## src/design/rttm_pkg.sv

```systemverilog
`timescale 1ns / 1ps

package rttm_pkg;

    localparam int CFG_W  = 5;
    localparam int SEQ_W  = 32;
    localparam int TIME_W = 63;
    localparam int RT_W   = 64;

    localparam logic [CFG_W-1:0] ENTRIES_RESET = 5'd16;

    // register index, taken from paddr[2]
    localparam logic [0:0] REG_ENTRIES_IN_USE = 1'b0;

    // event kinds carried on tuser
    localparam logic ACT_REQUEST  = 1'b0;
    localparam logic ACT_RESPONSE = 1'b1;

    typedef enum logic [2:0] {
        ST_IDLE,
        ST_SCAN,
        ST_DRAIN,
        ST_DECIDE,
        ST_TREAD,
        ST_RESULT,
        ST_COMMIT
    } state_t;

    typedef struct packed {
        logic load;      // latch the incoming word, clear scan trackers
        logic scan_rd;   // read both seq stores at the scan address
        logic time_rd;   // read time stores at the hit index
        logic out_load;  // load result register, free the matched entry
        logic commit;    // evict if full, store into own table
    } cmd_t;

    typedef struct packed {
        logic hit;       // opposite table holds the sequence number
        logic out_free;  // result register can take a word this cycle
    } sts_t;

endpackage

```

## src/design/rttm_ram.sv

```systemverilog
`timescale 1ns / 1ps

module rttm_ram #(
    parameter int WIDTH = 32,
    parameter int DEPTH = 16
) (
    input  logic                                  aclk,
    input  logic                                  we,
    input  logic [(DEPTH > 1 ? $clog2(DEPTH) : 1)-1:0] waddr,
    input  logic [WIDTH-1:0]                      wdata,
    input  logic                                  re,
    input  logic [(DEPTH > 1 ? $clog2(DEPTH) : 1)-1:0] raddr,
    output logic [WIDTH-1:0]                      rdata
);

    logic [WIDTH-1:0] mem [DEPTH];
    logic [WIDTH-1:0] rdata_reg;

    always_ff @(posedge aclk) begin
        if (we) begin
            mem[waddr] <= wdata;
        end
        if (re) begin
            rdata_reg <= mem[raddr];
        end
    end

    assign rdata = rdata_reg;

endmodule

```

## src/design/rttm_ctrl.sv

```systemverilog
`timescale 1ns / 1ps

module rttm_ctrl #(
    parameter int TABLE_DEPTH = 16
) (
    input  logic                aclk,
    input  logic                aresetn,
    input  logic                s_tvalid,
    output logic                s_tready,
    input  rttm_pkg::sts_t      sts,
    output rttm_pkg::cmd_t      cmd,
    output logic [(TABLE_DEPTH > 1 ? $clog2(TABLE_DEPTH) : 1)-1:0] scan_addr
);

    localparam int IW = (TABLE_DEPTH > 1) ? $clog2(TABLE_DEPTH) : 1;
    localparam logic [IW-1:0] LAST_IDX = IW'(TABLE_DEPTH - 1);

    rttm_pkg::state_t state_reg, state_next;
    logic [IW-1:0]    addr_reg, addr_next;

    always_ff @(posedge aclk) begin
        if (!aresetn) begin
            state_reg <= rttm_pkg::ST_IDLE;
            addr_reg  <= '0;
        end else begin
            state_reg <= state_next;
            addr_reg  <= addr_next;
        end
    end

    always_comb begin
        state_next = state_reg;
        addr_next  = addr_reg;
        cmd        = '0;
        s_tready   = 1'b0;
        unique case (state_reg)
            rttm_pkg::ST_IDLE: begin
                s_tready = 1'b1;
                if (s_tvalid) begin
                    cmd.load   = 1'b1;
                    addr_next  = '0;
                    state_next = rttm_pkg::ST_SCAN;
                end
            end
            rttm_pkg::ST_SCAN: begin
                cmd.scan_rd = 1'b1;
                if (addr_reg == LAST_IDX) begin
                    state_next = rttm_pkg::ST_DRAIN;
                end else begin
                    addr_next = addr_reg + 1'b1;
                end
            end
            rttm_pkg::ST_DRAIN: begin
                // last compare lands this cycle
                state_next = rttm_pkg::ST_DECIDE;
            end
            rttm_pkg::ST_DECIDE: begin
                state_next = sts.hit ? rttm_pkg::ST_TREAD : rttm_pkg::ST_COMMIT;
            end
            rttm_pkg::ST_TREAD: begin
                cmd.time_rd = 1'b1;
                state_next  = rttm_pkg::ST_RESULT;
            end
            rttm_pkg::ST_RESULT: begin
                if (sts.out_free) begin
                    cmd.out_load = 1'b1;
                    state_next   = rttm_pkg::ST_IDLE;
                end
            end
            rttm_pkg::ST_COMMIT: begin
                cmd.commit = 1'b1;
                state_next = rttm_pkg::ST_IDLE;
            end
            default: begin
                state_next = rttm_pkg::ST_IDLE;
            end
        endcase
    end

    assign scan_addr = addr_reg;

endmodule

```

## src/design/rttm_dp.sv

```systemverilog
`timescale 1ns / 1ps

module rttm_dp #(
    parameter int TABLE_DEPTH = 16
) (
    input  logic                              aclk,
    input  logic                              aresetn,
    input  rttm_pkg::cmd_t                    cmd,
    output rttm_pkg::sts_t                    sts,
    input  logic [(TABLE_DEPTH > 1 ? $clog2(TABLE_DEPTH) : 1)-1:0] scan_addr,
    input  logic [95:0]                       s_tdata,
    input  logic                              s_tuser,
    input  logic [rttm_pkg::CFG_W-1:0]        entries_in_use,
    output logic                              m_tvalid,
    input  logic                              m_tready,
    output logic [95:0]                       m_tdata
);

    localparam int IW   = (TABLE_DEPTH > 1) ? $clog2(TABLE_DEPTH) : 1;
    localparam int CW   = $clog2(TABLE_DEPTH + 1);
    localparam int CMPW = (CW > rttm_pkg::CFG_W) ? CW : rttm_pkg::CFG_W;
    localparam int SW   = rttm_pkg::SEQ_W;
    localparam int TW   = rttm_pkg::TIME_W;
    localparam int RW   = rttm_pkg::RT_W;

    // latched event
    logic          act_reg;
    logic [SW-1:0] seq_reg;
    logic [TW-1:0] time_reg;

    // table state
    logic [TABLE_DEPTH-1:0] req_valid_reg, req_valid_next;
    logic [TABLE_DEPTH-1:0] resp_valid_reg, resp_valid_next;
    logic [CW-1:0]          req_cnt_reg, req_cnt_next;
    logic [CW-1:0]          resp_cnt_reg, resp_cnt_next;

    // scan compare stage
    logic          cmp_en_reg;
    logic [IW-1:0] cmp_idx_reg;

    // scan trackers
    logic          hit_found_reg, find_found_reg, min_found_reg, free_found_reg;
    logic [IW-1:0] hit_idx_reg, find_idx_reg, min_idx_reg, free_idx_reg;
    logic [SW-1:0] min_seq_reg;

    // result register
    logic          out_valid_reg;
    logic [SW-1:0] out_seq_reg;
    logic [RW-1:0] out_rt_reg;

    logic [SW-1:0] req_seq_q, resp_seq_q, own_seq_q, oth_seq_q;
    logic [TW-1:0] req_time_q, resp_time_q;
    logic          own_v, oth_v;

    logic [CMPW-1:0] lim, own_cnt_ext;
    logic [CW-1:0]   own_cnt;
    logic            evict, keep;
    logic [IW-1:0]   slot;
    logic [RW-1:0]   rt;

    // ---------------- stores ----------------
    rttm_ram #(.WIDTH(SW), .DEPTH(TABLE_DEPTH)) u_req_seq (
        .aclk(aclk), .we(cmd.commit && (act_reg == rttm_pkg::ACT_REQUEST)),
        .waddr(slot), .wdata(seq_reg),
        .re(cmd.scan_rd), .raddr(scan_addr), .rdata(req_seq_q)
    );
    rttm_ram #(.WIDTH(TW), .DEPTH(TABLE_DEPTH)) u_req_time (
        .aclk(aclk), .we(cmd.commit && (act_reg == rttm_pkg::ACT_REQUEST)),
        .waddr(slot), .wdata(time_reg),
        .re(cmd.time_rd), .raddr(hit_idx_reg), .rdata(req_time_q)
    );
    rttm_ram #(.WIDTH(SW), .DEPTH(TABLE_DEPTH)) u_resp_seq (
        .aclk(aclk), .we(cmd.commit && (act_reg == rttm_pkg::ACT_RESPONSE)),
        .waddr(slot), .wdata(seq_reg),
        .re(cmd.scan_rd), .raddr(scan_addr), .rdata(resp_seq_q)
    );
    rttm_ram #(.WIDTH(TW), .DEPTH(TABLE_DEPTH)) u_resp_time (
        .aclk(aclk), .we(cmd.commit && (act_reg == rttm_pkg::ACT_RESPONSE)),
        .waddr(slot), .wdata(time_reg),
        .re(cmd.time_rd), .raddr(hit_idx_reg), .rdata(resp_time_q)
    );

    // own table is the one the event goes into; the other is searched for a match
    always_comb begin
        if (act_reg == rttm_pkg::ACT_RESPONSE) begin
            own_seq_q  = resp_seq_q;
            oth_seq_q  = req_seq_q;
            own_v      = resp_valid_reg[cmp_idx_reg];
            oth_v      = req_valid_reg[cmp_idx_reg];
            own_cnt    = resp_cnt_reg;
            rt         = {1'b0, time_reg} - {1'b0, req_time_q};
        end else begin
            own_seq_q  = req_seq_q;
            oth_seq_q  = resp_seq_q;
            own_v      = req_valid_reg[cmp_idx_reg];
            oth_v      = resp_valid_reg[cmp_idx_reg];
            own_cnt    = req_cnt_reg;
            rt         = {1'b0, resp_time_q} - {1'b0, time_reg};
        end
    end

    // clamp limit to 1..TABLE_DEPTH
    always_comb begin
        lim = CMPW'(entries_in_use);
        if (entries_in_use == '0) begin
            lim = CMPW'(1);
        end else if (lim > CMPW'(TABLE_DEPTH)) begin
            lim = CMPW'(TABLE_DEPTH);
        end
        own_cnt_ext = CMPW'(own_cnt);
        evict       = (own_cnt_ext >= lim);
        // existing entry is reused unless it is the one being evicted
        keep        = find_found_reg && !(evict && (find_idx_reg == min_idx_reg));
        if (keep) begin
            slot = find_idx_reg;
        end else if (evict) begin
            slot = min_idx_reg;
        end else begin
            slot = free_idx_reg;
        end
    end

    // ---------------- scan ----------------
    always_ff @(posedge aclk) begin
        if (!aresetn) begin
            cmp_en_reg <= 1'b0;
        end else begin
            cmp_en_reg <= cmd.scan_rd;
        end
        cmp_idx_reg <= scan_addr;
    end

    always_ff @(posedge aclk) begin
        if (cmd.load) begin
            act_reg        <= s_tuser;
            seq_reg        <= s_tdata[SW-1:0];
            time_reg       <= s_tdata[SW+TW-1:SW];
            hit_found_reg  <= 1'b0;
            find_found_reg <= 1'b0;
            min_found_reg  <= 1'b0;
            free_found_reg <= 1'b0;
        end else if (cmp_en_reg) begin
            if (oth_v && (oth_seq_q == seq_reg) && !hit_found_reg) begin
                hit_found_reg <= 1'b1;
                hit_idx_reg   <= cmp_idx_reg;
            end
            if (own_v && (own_seq_q == seq_reg) && !find_found_reg) begin
                find_found_reg <= 1'b1;
                find_idx_reg   <= cmp_idx_reg;
            end
            if (own_v && (!min_found_reg || (own_seq_q < min_seq_reg))) begin
                min_found_reg <= 1'b1;
                min_idx_reg   <= cmp_idx_reg;
                min_seq_reg   <= own_seq_q;
            end
            if (!own_v && !free_found_reg) begin
                free_found_reg <= 1'b1;
                free_idx_reg   <= cmp_idx_reg;
            end
        end
    end

    // ---------------- valid bits and counts ----------------
    always_comb begin
        req_valid_next  = req_valid_reg;
        resp_valid_next = resp_valid_reg;
        req_cnt_next    = req_cnt_reg;
        resp_cnt_next   = resp_cnt_reg;
        if (cmd.commit) begin
            if (act_reg == rttm_pkg::ACT_RESPONSE) begin
                if (evict) begin
                    resp_valid_next[min_idx_reg] = 1'b0;
                end
                resp_valid_next[slot] = 1'b1;
                resp_cnt_next = resp_cnt_reg - CW'(evict) + CW'(!keep);
            end else begin
                if (evict) begin
                    req_valid_next[min_idx_reg] = 1'b0;
                end
                req_valid_next[slot] = 1'b1;
                req_cnt_next = req_cnt_reg - CW'(evict) + CW'(!keep);
            end
        end
        if (cmd.out_load) begin
            if (act_reg == rttm_pkg::ACT_RESPONSE) begin
                req_valid_next[hit_idx_reg] = 1'b0;
                req_cnt_next = req_cnt_reg - CW'(1);
            end else begin
                resp_valid_next[hit_idx_reg] = 1'b0;
                resp_cnt_next = resp_cnt_reg - CW'(1);
            end
        end
    end

    always_ff @(posedge aclk) begin
        if (!aresetn) begin
            req_valid_reg  <= '0;
            resp_valid_reg <= '0;
            req_cnt_reg    <= '0;
            resp_cnt_reg   <= '0;
        end else begin
            req_valid_reg  <= req_valid_next;
            resp_valid_reg <= resp_valid_next;
            req_cnt_reg    <= req_cnt_next;
            resp_cnt_reg   <= resp_cnt_next;
        end
    end

    // ---------------- result register ----------------
    always_ff @(posedge aclk) begin
        if (!aresetn) begin
            out_valid_reg <= 1'b0;
        end else if (cmd.out_load) begin
            out_valid_reg <= 1'b1;
        end else if (m_tready) begin
            out_valid_reg <= 1'b0;
        end
        if (cmd.out_load) begin
            out_seq_reg <= seq_reg;
            out_rt_reg  <= rt;
        end
    end

    assign sts.hit      = hit_found_reg;
    assign sts.out_free = !out_valid_reg || m_tready;
    assign m_tvalid     = out_valid_reg;
    assign m_tdata      = {out_rt_reg, out_seq_reg};

endmodule

```

## src/design/rtt_request_response_matcher_unit.sv

```systemverilog
`timescale 1ns / 1ps

// Channel   | Dir | Handshake          | Payload
// ----------+-----+--------------------+-----------------------------------------------
// s_        | in  | s_tvalid/s_tready  | tuser: action; tdata: event_seq, event_time
// m_        | out | m_tvalid/m_tready  | tdata: matched_seq, round_trip
// APB       | in  | psel/penable       | reg 0 @ 0x0: entries_in_use[4:0]
//
// Between one accepted word and the next accept, a linear scan reads both seq
// stores one entry a cycle, then drain, decide and commit on a miss, or drain,
// decide, time read and result on a match.
// Reset clears both tables' valid bits and counts at once; no clearing pass.
// A finished result waits in the output register; new words are taken meanwhile,
// and only the next match stalls in its result state until that register drains.

module rtt_request_response_matcher_unit #(
    parameter int TABLE_DEPTH = 16
) (
    input  logic        aclk,
    input  logic        aresetn,

    input  logic        s_tvalid,
    output logic        s_tready,
    input  logic [95:0] s_tdata,   // [31:0] event_seq, [94:32] event_time, [95] zero
    input  logic        s_tuser,   // [0] action: 0 request, 1 response

    output logic        m_tvalid,
    input  logic        m_tready,
    output logic [95:0] m_tdata,   // [31:0] matched_seq, [95:32] round_trip

    input  logic        psel,
    input  logic        penable,
    input  logic        pwrite,
    input  logic [2:0]  paddr,
    input  logic [31:0] pwdata,
    output logic [31:0] prdata,
    output logic        pready
);

    localparam int IW = (TABLE_DEPTH > 1) ? $clog2(TABLE_DEPTH) : 1;

    rttm_pkg::cmd_t cmd;
    rttm_pkg::sts_t sts;
    logic [IW-1:0]  scan_addr;

    // config register
    logic [rttm_pkg::CFG_W-1:0] entries_reg;
    logic                       reg_hit;

    assign reg_hit = (paddr[2:2] == rttm_pkg::REG_ENTRIES_IN_USE);
    assign pready  = 1'b1;

    always_ff @(posedge aclk) begin
        if (!aresetn) begin
            entries_reg <= rttm_pkg::ENTRIES_RESET;
        end else if (psel && penable && pwrite && pready && reg_hit) begin
            entries_reg <= pwdata[rttm_pkg::CFG_W-1:0];
        end
    end

    // the low paddr bits only pick a byte; reads decode the word index
    assign prdata = reg_hit ? {{(32 - rttm_pkg::CFG_W){1'b0}}, entries_reg} : '0;

    rttm_ctrl #(.TABLE_DEPTH(TABLE_DEPTH)) u_ctrl (
        .aclk      (aclk),
        .aresetn   (aresetn),
        .s_tvalid  (s_tvalid),
        .s_tready  (s_tready),
        .sts       (sts),
        .cmd       (cmd),
        .scan_addr (scan_addr)
    );

    rttm_dp #(.TABLE_DEPTH(TABLE_DEPTH)) u_dp (
        .aclk           (aclk),
        .aresetn        (aresetn),
        .cmd            (cmd),
        .sts            (sts),
        .scan_addr      (scan_addr),
        .s_tdata        (s_tdata),
        .s_tuser        (s_tuser),
        .entries_in_use (entries_reg),
        .m_tvalid       (m_tvalid),
        .m_tready       (m_tready),
        .m_tdata        (m_tdata)
    );

endmodule
```

## config.mk

```make
export PLATFORM = sky130hd
export DESIGN_NAME = rtt_request_response_matcher_unit
export DESIGN_NICKNAME = d
export VERILOG_FILES = /design/src/design/rttm_pkg.sv /design/src/design/rttm_ram.sv /design/src/design/rttm_ctrl.sv /design/src/design/rttm_dp.sv /design/src/design/rtt_request_response_matcher_unit.sv
export SDC_FILE = /design/constraint.sdc
export NUM_CORES = 2
export LEC_CHECK = 0
export BUFFER_PORTS_ARGS = -buffer_cell sky130_fd_sc_hd__buf_2
export CAP_MARGIN = 15
export CORE_ASPECT_RATIO = 0.7
export CORE_MARGIN = 2
export CORE_UTILIZATION = 35
export CTS_BUF_LIST = sky130_fd_sc_hd__clkbuf_2 sky130_fd_sc_hd__clkbuf_4 sky130_fd_sc_hd__clkbuf_8
export DETAILED_ROUTE_END_ITERATION = 12
export GPL_TIMING_DRIVEN = 1
export SLEW_MARGIN = 10
export SYNTH_ARGS = -nofsm -noshare
export SYNTH_HDL_FRONTEND = slang
export SYNTH_SLANG_ARGS = --single-unit
```

## constraint.sdc

```tcl
create_clock -name aclk -period 13.69 [get_ports aclk]
set_input_delay 1.369 -clock aclk [delete_from_list [all_inputs] [get_ports aclk]]
set_output_delay 1.369 -clock aclk [all_outputs]
set_load 0.05 [all_outputs]
```

== Yosys cells after proc, flatten, opt, wreduce, memory -nomap -nowiden ==
Memory sizes are Yosys's and may differ from the RTL's. A register that Yosys moved wholly into a read port is not among the register bits.
Index checks and enable logic that the tools add are counted.
Cells by class
  $add $sub $neg: 9
  magnitude comparators: 10
  equal/unequal tests: 14
  mux-type cells: 65
  bitwise gates (word level): 11
  reduce and logical (&&, ||, !) cells: 40
Operators with widths (count)
  $mux W16: 14
  $sub A63 B63 Y64: 2
  $and A16 B16 Y16: 4
  $eq A32 B32 Y1: 2
  $mux W32: 2
  $mux W64: 1
  $mux W5: 12
  $lt A32 B32 Y1: 1
  $not A16 Y16: 2
  $or A16 B16 Y16: 2
  $mux W1: 21
  $lt A4 B5 Y1 const B: 4
  $pmux W3 S6: 1
  $reduce_and A3 Y1: 6
  $logic_and A1 B1 Y1: 16
  $mux W4: 4
  $demux W1 S4: 3
  $ge A4 B1 Y1 const B: 3
  $add A5 B1 Y5: 2
  $sub A5 B1 Y5: 2
  $sub A5 B1 Y5 const B: 2
  $eq A3 B3 Y1 const B: 3
  $mux W3: 3
  $bmux W1 S4: 2
  other kinds (18): 35
Word-level totals
  register bits after elaboration: 304
  bits in writable memories: 3040
  input port bits: 139
  output and inout bits: 131
  logic and storage cells: 177
  memories: 4
Memories
  u_dp.u_req_time.mem: depth 16, width 63, rd ports 1, clocked after Yosys merged registers in 1, wr ports 1, RTL line rttm_ram.sv:16  | logic [WIDTH-1:0] mem [DEPTH];
  u_dp.u_resp_time.mem: depth 16, width 63, rd ports 1, clocked after Yosys merged registers in 1, wr ports 1, RTL line rttm_ram.sv:16
  u_dp.u_req_seq.mem: depth 16, width 32, rd ports 1, clocked after Yosys merged registers in 1, wr ports 1, RTL line rttm_ram.sv:16
  u_dp.u_resp_seq.mem: depth 16, width 32, rd ports 1, clocked after Yosys merged registers in 1, wr ports 1, RTL line rttm_ram.sv:16

== Depth between registers and ports, before layout ==
  depth after elaboration: 18
  depth in mapped cells: 27
  gate-level depth less buffers: 23

== Cells and area by module ==
Synthesis repeated with hierarchy kept, for this count alone.
Second synthesis, totals
  cells, all modules: 7306
  area total of the unflattened synthesis: 141906.1 µm²
Modules (own cells, without submodules)
  rttm_ram at u_dp.u_req_time ...: times used 2, cells an instance 1622, area an instance 39620.5 µm², sequential area each 32160.8 µm²
  rttm_dp: times used 1, cells an instance 2277, area an instance 21419.3 µm², sequential area each 8247.9 µm²
  rttm_ram at u_dp.u_resp_seq: times used 1, cells an instance 838, area an instance 20174.3 µm², sequential area each 16335.7 µm²
  rttm_ram at u_dp.u_req_seq: times used 1, cells an instance 838, area an instance 20155.6 µm², sequential area each 16335.7 µm²
  rtt_request_response_matcher_unit: times used 1, cells an instance 58, area an instance 479.2 µm², sequential area each 100.1 µm²
  rttm_ctrl: times used 1, cells an instance 51, area an instance 436.7 µm², sequential area each 140.1 µm²

== Least setup slack after synthesis ==
OpenSTA, ideal clock, no wires.
  path kind: register to register
  start point: register u_ctrl.state_reg[2]
  end point: register u_dp.u_req_time.rdata_reg[0] (netlist: u_dp.u_req_time.rdata[0]), read port of u_dp.u_req_time.mem (enable)
  library setup time: 791 ps
  arrival: 9676 ps
  data required time: 12899 ps
  slack: 3222 ps
  cell stages (with the launch flop): 3
  path buffers: 1
  period minus slack after synthesis: 10468 ps
  path through: dfxtp_1 > clkbuf_1 > nor3b_1
Between the ends
  longest elaborated chain between the ends: 2
Ends and longest elaborated chain
  from (decl): RTL line rttm_ctrl.sv:18  | rttm_pkg::state_t state_reg, state_next;
  from (signal assigned): RTL line rttm_ctrl.sv:23  | state_reg <= rttm_pkg::ST_IDLE;
  from (signal assigned): RTL line rttm_ctrl.sv:26  | state_reg <= state_next;
  $eq A3 B3 Y1: RTL line rttm_ctrl.sv:36  | unique case (state_reg)
  $mux W1: RTL line rttm_ctrl.sv:36
  to (decl): RTL line rttm_ram.sv:17  | logic [WIDTH-1:0] rdata_reg;
Every way passes these cells.
A chain may end at the register's enable or synchronous reset.

== Final worst setup path ==
  start point: register u_dp.act_reg
  end point: memory u_dp.u_resp_time.mem[14][31] in the netlist's numbering (enable)
Between the ends
  longest elaborated chain between the ends: 6
  elaborated cells between the ends (all ways): 10
  classes of those cells: order compare: 1; mux: 5; reduce/logical: 4
Ends and longest elaborated chain
  from (decl): RTL line rttm_dp.sv:27  | logic act_reg;
  from (signal assigned): RTL line rttm_dp.sv:135  | act_reg <= s_tuser;
  $mux W5: RTL line rttm_dp.sv:85  | if (act_reg == rttm_pkg::ACT_RESPONSE) begin
  $ge A5 B5 Y1: RTL line rttm_dp.sv:111  | evict = (own_cnt_ext >= lim);
  $logic_and A1 B1 Y1: RTL line rttm_dp.sv:113  | keep = find_found_reg && !(evict && (find_idx_reg == min_idx_reg));
  $logic_not A1 Y1: RTL line rttm_dp.sv:113
  $logic_and A1 B1 Y1: RTL line rttm_dp.sv:113
  $mux W4: RTL line rttm_dp.sv:114  | if (keep) begin
  to (decl): RTL line rttm_ram.sv:16
Several ways; a longest one is shown, not always the timed one.

==> impl_results.md <==
- CTS resizes: 0
- Hold Violations, Final: 0
- Worst Hold End: u_dp.seq_reg[1]
- Initial antenna violation count: 20
- Post-synthesis sequential element count: 3534
- Peak supply drop: 0.000105 V
- Port Buffers: 211
- Fin crit period: 6.65 ns
- Fmax achieved: 0.150 GHz
- Worst hold slack: 0.317 ns
- CTS clk-pin slew, worst paths: 0.06 ns
- Largest net degree at the start of global routing: 146
- Primary FF master, synth: edfxtp_1
- Clock Power Share: 0.391
- Synth cell types: 89
- Clock skew: 0.0770 ns
- Final wirelength: 389000 µm
- First-pass iteration count of the detailed router: 7
- Top cell type's share of synthesized area: 0.734
- Clk sink count: 3534
- WP data arrival: 7.48 ns
- Layout cell share with drive strength beyond 1: 0.263
- PwrDens: 141 nW/µm²
- Sw Pwr: 0.00543 W
- GR Util All Layers: 0.184
- Final core occ: 0.399
- FF-to-FF Start: u_dp.act_reg
- Critical Path RT: 14.53 ns
- Remaining antenna violation count: 0
- Num ports: 270
- Initial drt markers: 8817
- Routed vias/inst: 5.45
- Setup-failing EPs final: 0
- Sw frac: 0.240
- Cell Rows: 195
- Inserted Clock Buffers: 554
- First-pass GRT wire length: 547000 µm
- Vias in the first global route: 74.5k
- Worst Hold Class: input port to flip-flop
- Die Ht: 537 µm
- Die area: 411000 µm²
- Setup CP Type: flip-flop to flip-flop
- Comb pwr share: 0.068
- Clk root buf: clkbuf_8
- Pins Over Slew Limit: 0
- Detail Placement HPWL: 206000 µm
- Sum Neg Setup Slack: 0 ns
- Async set-or-reset flop fraction in the synthesized netlist: 0
- CTS Buffer Depth: 4
- R2R setup slack: 7.04 ns
- Syn. warnings: 0
- Crit path capture type: flip-flop
- Nets@finish: 8191
- CTS tree: yes
- Worst Hold Depth: 1
- Unrepaired setup endpoints after global routing: no
- Sequential fraction of the synthesis area: 0.743
- H-tree levels: 6
- Area growth syn-to-layout: 13.3%
- Synth top cells by count: edfxtp_1 (3470), mux4_2 (766), o21ai_0 (283)
- Critical Path Fanout Max: 79
- Chip width: 765 µm
- Startpoint Class: flip-flop
- Worst r2r path cells: 17
- Rel. slew slack: 0.171
- Cell taking the most area after synthesis: edfxtp_1
- Dominant cell by count in the synthesized netlist: edfxtp_1
- Worst Min Path Start: s_tdata[1]
- Core area: 404000 µm²
- Starting density of the core: 0.352
- GP Congestion: 0.883
- Total setup buffers inserted after CTS: 0
- Mapped Cells: 7269
- Post-DR wirelength/cell: 28.4 µm
- Ranking of synthesized cells by area: edfxtp_1 (73%), mux4_2 (12%), mux2i_1 (1.7%)
- Internal: 0.0172 W
- Fill cell count: 35.9k
- Hold buffer count at CTS: 0
- Via count: 74.6k
- Outcome: finished clean
- DRC: 0
- Mapped Avg Cell Area: 19.5 µm²
- Crit Reg-Reg Endpoint: u_dp.u_resp_time.mem[14][31]
- Grt ovf: 0
- Max-cap violations: 0
- Mapped cell area: 142000 µm²
- Number of synthesized flops with an enable pin: 3470
- Final period util: 0.486
- Sequential share of power: 0.540
- Worst-margin pin slew: 1.24 ns
- Clock Latency Late Sink: 1.24 ns
- Largest registers: u_dp.u_req_time.mem (1008), u_dp.u_resp_time.mem (1008)
- P_leak: 51.7 nW
[power groups by stage]
stage,logic [W],registers (W),clock network [W]
floorplan,0.000830,0.0125,0
global placement,0.00148,0.0125,0
detailed placement,0.00150,0.0125,0
CTS,0.00151,0.0122,0.00906
global route,0.00166,0.0122,0.00951
finish,0.00155,0.0122,0.00886
[cells by family after synthesis]
family / share of synthesized area
AOI/OAI and AO/OA: 0.0440
xor gates and xnor gates: 0.0116
adders and majority gates: 0.0165
buffers and inverters: 0.0172
DFF: 0.743
muxes: 0.146
other: 0.0000529
and+or+nand+nor: 0.0218
[stage by stage]
stage	setup slack (ns)	cells	instance area [µm²]	total power, W
floorplan	3.22	7295	142000	0.0134
global placement	7.04	12700	150000	0.0139
detailed placement	7.10	12700	150000	0.0140
CTS	7.10	13700	161000	0.0228
global route	6.75	13700	161000	0.0234
finish	7.04	13700	161000	0.0226
[layout by cell type, fill, tap and decap left out, drive strengths merged, types with 16 or more instances in the layout]
cell type	synthesis	layout
edfxtp	3470	3470
mux4	766	766
clkbuf	251	736
buf	119	384
o21ai	315	315
inv	242	272
a21oi	269	269
nand2	240	240
mux2i	238	238
ha	181	181
clkinv	0	163
nor2	141	141
xnor2	112	112
mux2	98	98
a21o	94	94
xor2	76	76
a221oi	70	70
a22oi	64	64
dfxtp	64	64
nand3	55	55
nor2b	42	42
nand4	36	36
nand2b	33	33
conb	2	28
nor3	24	24
o21bai	23	23
o21a	21	21
clkinvlp	0	21
a211oi	18	18
nor4	17	17
and2	17	17
o31ai	16	16
[metal layers]
layer | vias up | part of all wire | GRT usage
met5 | - | 0.000069 | 0
met4 | 4 | 0.026 | 0.0519
met3 | 586 | 0.086 | 0.0391
met2 | 3494 | 0.45 | 0.278
met1 | 39700 | 0.44 | 0.270
li1 | 30800 | - | -
[final cells by class]
class | instances | area [µm²] | share of cell area
Tap cell | 5417 | 6780 | 0.0421
Sequential cell | 3534 | 105000 | 0.656
Multi-Input combinational cell | 3149 | 34200 | 0.213
Clock buffer | 734 | 9030 | 0.0561
Antenna cell | 4 | 10.0 | 0.0000622
Clock inverter | 228 | 1640 | 0.0102
Timing Repair Buffer | 386 | 2550 | 0.0159
Inverter | 242 | 1150 | 0.00716
[critical path: stages, from the launching register on]
cell	delay (ns)
edfxtp_1	0.38
buf_12	0.35
mux2i_1	0.27
ha_1	0.24
nand2b_1	0.15
a21o_1	0.19
a21o_1	0.18
a21o_1	0.17
a21oi_1	0.36
inv_1	0.29
nand2_1	0.20
o22a_1	0.15
o21ai_1	0.11
nor2b_1	0.74
nand3_1	0.31
inv_6	0.56
buf_4	0.57
buf_4	0.76
[worst max path at each step]
stage | to | startpoint | slack (ns)
after detailed placement | u_dp.u_resp_time.mem[14][30] | u_dp.act_reg | 7.10
after floorplan | u_dp.u_req_time.rdata[0] | u_ctrl.state_reg[2] | 3.22
after CTS | u_dp.u_resp_time.mem[15][7] | u_dp.act_reg | 7.10
final | u_dp.u_resp_time.mem[14][31] | u_dp.act_reg | 7.04
after global placement | u_dp.u_resp_time.mem[14][26] | u_dp.act_reg | 7.04
after global routing | u_dp.u_resp_time.mem[15][32] | u_dp.act_reg | 6.75
Power figures use the tool's default switching activity.
